## config.mk

```make
export PLATFORM = sky130hd
export DESIGN_NAME = plal_cell
export DESIGN_NICKNAME = d
export VERILOG_FILES = /design/src/hdl/positional_array_list_assert.svh /design/src/hdl/plal_pkg.sv /design/src/hdl/plal_cell.sv
export SDC_FILE = /design/constraint.sdc
export NUM_CORES = 1
export LEC_CHECK = 0
export BUFFER_PORTS_ARGS = -buffer_cell sky130_fd_sc_hd__buf_2
export CAP_MARGIN = 5
export CORE_MARGIN = 2
export CORE_UTILIZATION = 41
export CTS_BUF_LIST = sky130_fd_sc_hd__clkbuf_2
export CTS_CLUSTER_DIAMETER = 120
export CTS_CLUSTER_SIZE = 40
export DETAILED_ROUTE_END_ITERATION = 8
export HOLD_SLACK_MARGIN = 0.02
export PLACE_DENSITY = 0.83
export SLEW_MARGIN = 20
export SYNTH_ARGS = -nofsm -noshare
export SYNTH_HDL_FRONTEND = slang
export SYNTH_SLANG_ARGS = --single-unit
```

## constraint.sdc

```tcl
create_clock -name clk -period 4 [get_ports clk]
set_clock_uncertainty 0.15 [all_clocks]
set_input_delay 0 -clock clk [delete_from_list [all_inputs] [get_ports clk]]
set_output_delay 0 -clock clk [all_outputs]
set_load 0.05 [all_outputs]
```

## src/hdl/positional_array_list_assert.svh

```systemverilog
// assertion macros for positional_array_list.sv
`ifndef POSITIONAL_ARRAY_LIST_ASSERT_SVH
`define POSITIONAL_ARRAY_LIST_ASSERT_SVH

// condition holds in the same cycle
`define PAL_ASSERT_SAME(label, clk, rst_n, ante, cons, msg) \
	label: assert property (@(posedge clk) disable iff (!rst_n) (ante) |-> (cons)) \
		else $error(msg);

// condition holds in the next cycle
`define PAL_ASSERT_NEXT(label, clk, rst_n, ante, cons, msg) \
	label: assert property (@(posedge clk) disable iff (!rst_n) (ante) |=> (cons)) \
		else $error(msg);

`endif

```

## src/hdl/plal_pkg.sv

```systemverilog
package plal_pkg;

	localparam int CAPACITY_DEF = 64;
	localparam int CMD_W = 3;
	localparam int POS_W = 7;
	localparam int VAL_W = 32;
	localparam int STAT_W = 2;

	// command codes
	localparam logic [CMD_W-1:0] CMD_CLEAR  = 3'd0;
	localparam logic [CMD_W-1:0] CMD_APPEND = 3'd1;
	localparam logic [CMD_W-1:0] CMD_INSERT = 3'd2;
	localparam logic [CMD_W-1:0] CMD_DELETE = 3'd3;
	localparam logic [CMD_W-1:0] CMD_SEARCH = 3'd4;
	localparam logic [CMD_W-1:0] CMD_READ   = 3'd5;

	// status codes
	localparam logic [STAT_W-1:0] ST_OK    = 2'd0;
	localparam logic [STAT_W-1:0] ST_RANGE = 2'd1;
	localparam logic [STAT_W-1:0] ST_FULL  = 2'd2;

	// what every cell does this cycle
	typedef enum logic [1:0] {
		OP_HOLD = 2'd0,
		OP_LOAD = 2'd1,
		OP_INS  = 2'd2,
		OP_DEL  = 2'd3
	} cell_op_t;

	// broadcast from the controller to all cells
	typedef struct packed {
		cell_op_t         op;
		logic [POS_W-1:0] target;
		logic [POS_W-1:0] len;
		logic [VAL_W-1:0] value;
	} cell_ctrl_t;

endpackage

```

## src/hdl/plal_cell.sv

```systemverilog
module plal_cell #(
	parameter int IDX = 0
) (
	input  logic                           clk,
	input  plal_pkg::cell_ctrl_t           ctrl,
	input  logic [plal_pkg::VAL_W-1:0]     prev_entry,
	input  logic [plal_pkg::VAL_W-1:0]     next_entry,
	output logic [plal_pkg::VAL_W-1:0]     entry,
	output logic                           match,
	output logic [plal_pkg::VAL_W-1:0]     rd_data
);

	localparam logic [plal_pkg::POS_W-1:0] MY_IDX = plal_pkg::POS_W'(IDX);

	logic [plal_pkg::VAL_W-1:0] entry_q;
	logic                       at_target;
	logic                       past_target;

	assign at_target   = (MY_IDX == ctrl.target);
	assign past_target = (MY_IDX > ctrl.target);

	// entry update: load, open a gap, or close one
	always_ff @(posedge clk) begin
		case (ctrl.op)
			plal_pkg::OP_HOLD: begin
				entry_q <= entry_q;
			end
			plal_pkg::OP_LOAD: begin
				if (at_target) begin
					entry_q <= ctrl.value;
				end
			end
			plal_pkg::OP_INS: begin
				if (past_target) begin
					entry_q <= prev_entry;
				end else if (at_target) begin
					entry_q <= ctrl.value;
				end
			end
			plal_pkg::OP_DEL: begin
				if (past_target || at_target) begin
					entry_q <= next_entry;
				end
			end
			default: begin
				entry_q <= entry_q;
			end
		endcase
	end

	assign entry = entry_q;

	// compare only live entries
	assign match = (MY_IDX < ctrl.len) && (entry_q == ctrl.value);

	// read contribution, or-ed over the row
	assign rd_data = at_target ? entry_q : '0;

endmodule

```

==> results.txt <==
* Share of Yosys cell area claimed by the top area cell type: 42.62%
- Top post-synthesis cells by area: sky130_fd_sc_hd__edfxtp_1 43%, sky130_fd_sc_hd__mux2i_1 14%, sky130_fd_sc_hd__xor2_1 11%
- The share of the Yosys chip area taken by registers is 42.62%.
* CTS root buffer: sky130_fd_sc_hd__clkbuf_2
* Peak supply drop: 0.2062 mV
- Largest driver fanout on the critical path: 4
- The detailed router finished its first iteration with 89 violations.
- The worst setup path is launched from a register.
- Finish-stage setup viols: 0
- Summing all non-filler instances in the final layout gives an area of 0.003689 mm².
* Period minus WS final: 2.512 ns
- Once the clock tree was built, the resizer swapped 0 gates to a different size.
* Filler Cell Count: 421
- Num CTS Buffers: 5
- NumNets Final: 541
- Count of mapped cells out of synthesis: 225
- The worst path uses 62.80% of the clock period.
- HPWL Detailed: around 4.7 mm
* F_max: 398.1 MHz
- Arrival time at the worst endpoint: 2.36 ns
* Overall via count from detail_route: 2461
- Buffers from clock root to sink, at most: 2
- Startpoint of the most critical register-to-register path: entry[1]
* YS warnings: 0
- After global routing the overflow that remains totals 0.
- Dividing the detail-routed via count by the number of cells gives 4.932.
* Total routing resource utilization after global routing: 23.98%
- Clock-pin slew was measured on the worst setup and hold paths at 0.16 ns.
- Total number of clock tree sinks: 32
- Yosys top cell by area: sky130_fd_sc_hd__edfxtp_1
- Clock tree from TritonCTS: built
- The tool flagged a number of max-cap violations equal to 0.
- Counting flops and latches in the post-synthesis netlist gives 32.
* Setup slack on the worst flop-to-flop path: 2.29 ns
- Clock latency on the worst-skew pair: 0.36 ns
* Area enclosed by the die boundary: 0.006108 mm²
- Outcome: complete, no violations
- The clock tree synthesis step divided the H-tree into 2 levels.
- Worst Reg2Reg Path Length in Cells: 3
* Top-level port count: 178
- Dividing total power by cell area gives a power density of 281.0 mW/mm².
- Fraction of final layout cells with drive strength greater than 1: 36.83%
- In this run the cell area of the synthesized design comes to ~0.0023 mm².
- Tracing the worst setup path back leads to its startpoint at entry[16].
* Number of core rows: 26
* RSZ-0062 raised after global routing: no
- Final GP Congestion: approximately 0.75
- Largest register FFs: 32
- The most critical setup path has its endpoint at match.
* Critical path class: reg2out
- For the final routed database, the setup TNS stands at 0 ns.
- Leaving out fill and tap cells, the most frequent cell in the layout is sky130_fd_sc_hd__buf_2.
- Ant. Diodes: 0
- Distinct cells, synth: 22
* Final total power: 1.036 mW
* Chip height: 78.16 µm
- The number of nets in the synthesized netlist is 338.
- I/O Buffers: ~150
* WP data required: about 3.9 ns
- Final-report hold violation count: 0
- Endpoint of the lowest-slack register-to-register path: entry[1]
- Buffers added to address setup during post-CTS repair amount to 0.
- Entering global routing, the biggest net connects 66 pins.
* Final core utilization: 70.87%
* Routed wirelength normalized by instance count: ~15 µm
- The placed instances occupy a cell area of 0.003008 mm².
- For the pin with the worst max-slew slack, the measured transition is 1.078 ns.
* Area of the placeable core: around 0.0052 mm²
* Die span in x: 78.16 µm
- The final-report max-slew violation count was 0.
- Nature of the critical path endpoint: primary output
* Initial antenna violation count: 0
- DR pass1 iterations: 4
- After detailed routing, the number of remaining DRC violations is 0.
- The first global-routing pass estimated 11.41 mm of wire.
- Measured against its own limit, the worst slew margin works out to 27.98%.
- The count of nets left with antenna violations once routing finished came out at 0.
- Across the whole layout, storage elements account for slightly below 0.001 mm².
- Hold crit path type: in2reg
* Hold-fix buffers at CTS: 64
- Leaving out fill and tap cells, the most frequent cells in the layout are 145 x sky130_fd_sc_hd__buf_2, 64 x sky130_fd_sc_hd__dlygate4sd3_1.
- A synthesized cell averages 10.02 µm².
- DRT Wirelength: 7.398 mm
- Area overhead of the layout relative to synthesis: 63.60%
* Initial cell density of the core: 43.32%
- Multi-input combinational cell area: between 0.001 and 0.0015 mm²
- Via count of the first global-routing pass: roughly 2400
* Static leakage: roughly 1.7 nW
[worst min path at each step]
stage	from	end	slack, ns	depth (start not counted)
6_report	ctrl[44]	entry[8]	0.15	4
5_1_grt	ctrl[43]	entry[24]	0.13	4
3_5_place_dp	next_entry[22]	entry[22]	0.13	3
2_1_floorplan	next_entry[0]	entry[0]	0.04	2
4_1_cts	ctrl[44]	entry[17]	0.13	4
3_3_place_gp	next_entry[5]	entry[5]	0.13	3
[layer usage]
metal	vias up	GRT usage, %	wire [µm]
li1	1196	-	-
met1	1133	26.03	2817
met2	120	46.12	3992
met3	12	4.943	473
met4	0	7.719	115
met5	-	0	0
[per-stage QoR]
step | hold WS (ns) | instances | setup slack, ns
floorplan | 0.04353 | 225 | 0.1519
global placement | 0.1296 | 427 | 1.706
detailed placement | 0.1340 | 427 | 1.659
CTS | 0.1339 | 499 | 1.358
global route | 0.1328 | 499 | 1.168
finish | 0.1487 | 499 | 1.488
[cells by family after synthesis]
| kind of cell | Yosys count | synth area share, % |
|---|---|---|
| buffers and inverters | 15 | 3.718 |
| DFF | 32 | 42.62 |
| muxes | 32 | 14.21 |
| and+or+nand+nor | 80 | 19.31 |
| xor gates and xnor gates | 32 | 12.43 |
| AOI/OAI and AO/OA | 34 | 7.713 |
[worst max-delay path, stage by stage (launching register included)]
cell                        delay [ns]
sky130_fd_sc_hd__edfxtp_1         0.48
sky130_fd_sc_hd__xor2_1           0.19
sky130_fd_sc_hd__nor4_1           0.45
sky130_fd_sc_hd__nand4_1          0.19
sky130_fd_sc_hd__a2111oi_0        0.35
sky130_fd_sc_hd__buf_2            0.33
[cell type report]
| cell class | instances | area share [%] |
|---|---|---|
| timing repair buffer | 210 | 37.25 |
| multi-input combinational | 178 | 33.17 |
| inverter | 1 | 0.1018 |
| clock buffer | 7 | 0.9498 |
| sequential | 32 | 26.05 |
| tap | 70 | 2.374 |
| clock inverter | 1 | 0.1018 |
[where the power goes]
part           total, mW  internal [mW]  switching (mW)
logic              0.420          0.171           0.249
registers          0.461          0.421          0.0407
clock network      0.155         0.0468           0.108
total               1.04          0.638           0.398
[synth_stat cells]
master	number
sky130_fd_sc_hd__a2111oi_0	1
sky130_fd_sc_hd__nor4_1	8
sky130_fd_sc_hd__and2_1	33
sky130_fd_sc_hd__xor2_1	28
sky130_fd_sc_hd__edfxtp_1	32
sky130_fd_sc_hd__nor3_1	1
sky130_fd_sc_hd__buf_2	1
sky130_fd_sc_hd__clkbuf_1	8
sky130_fd_sc_hd__xnor2_1	4
sky130_fd_sc_hd__nand3_1	1
sky130_fd_sc_hd__buf_4	1
sky130_fd_sc_hd__buf_6	3
sky130_fd_sc_hd__or4_4	1
sky130_fd_sc_hd__o21ai_1	32
sky130_fd_sc_hd__mux2i_1	32
sky130_fd_sc_hd__a21oi_1	1
sky130_fd_sc_hd__nand2_1	32
sky130_fd_sc_hd__nor2_1	1
sky130_fd_sc_hd__buf_1	1
sky130_fd_sc_hd__nor4_4	1
sky130_fd_sc_hd__nand4_1	2
sky130_fd_sc_hd__inv_2	1
Note: power is estimated with default switching activity, not from simulation.
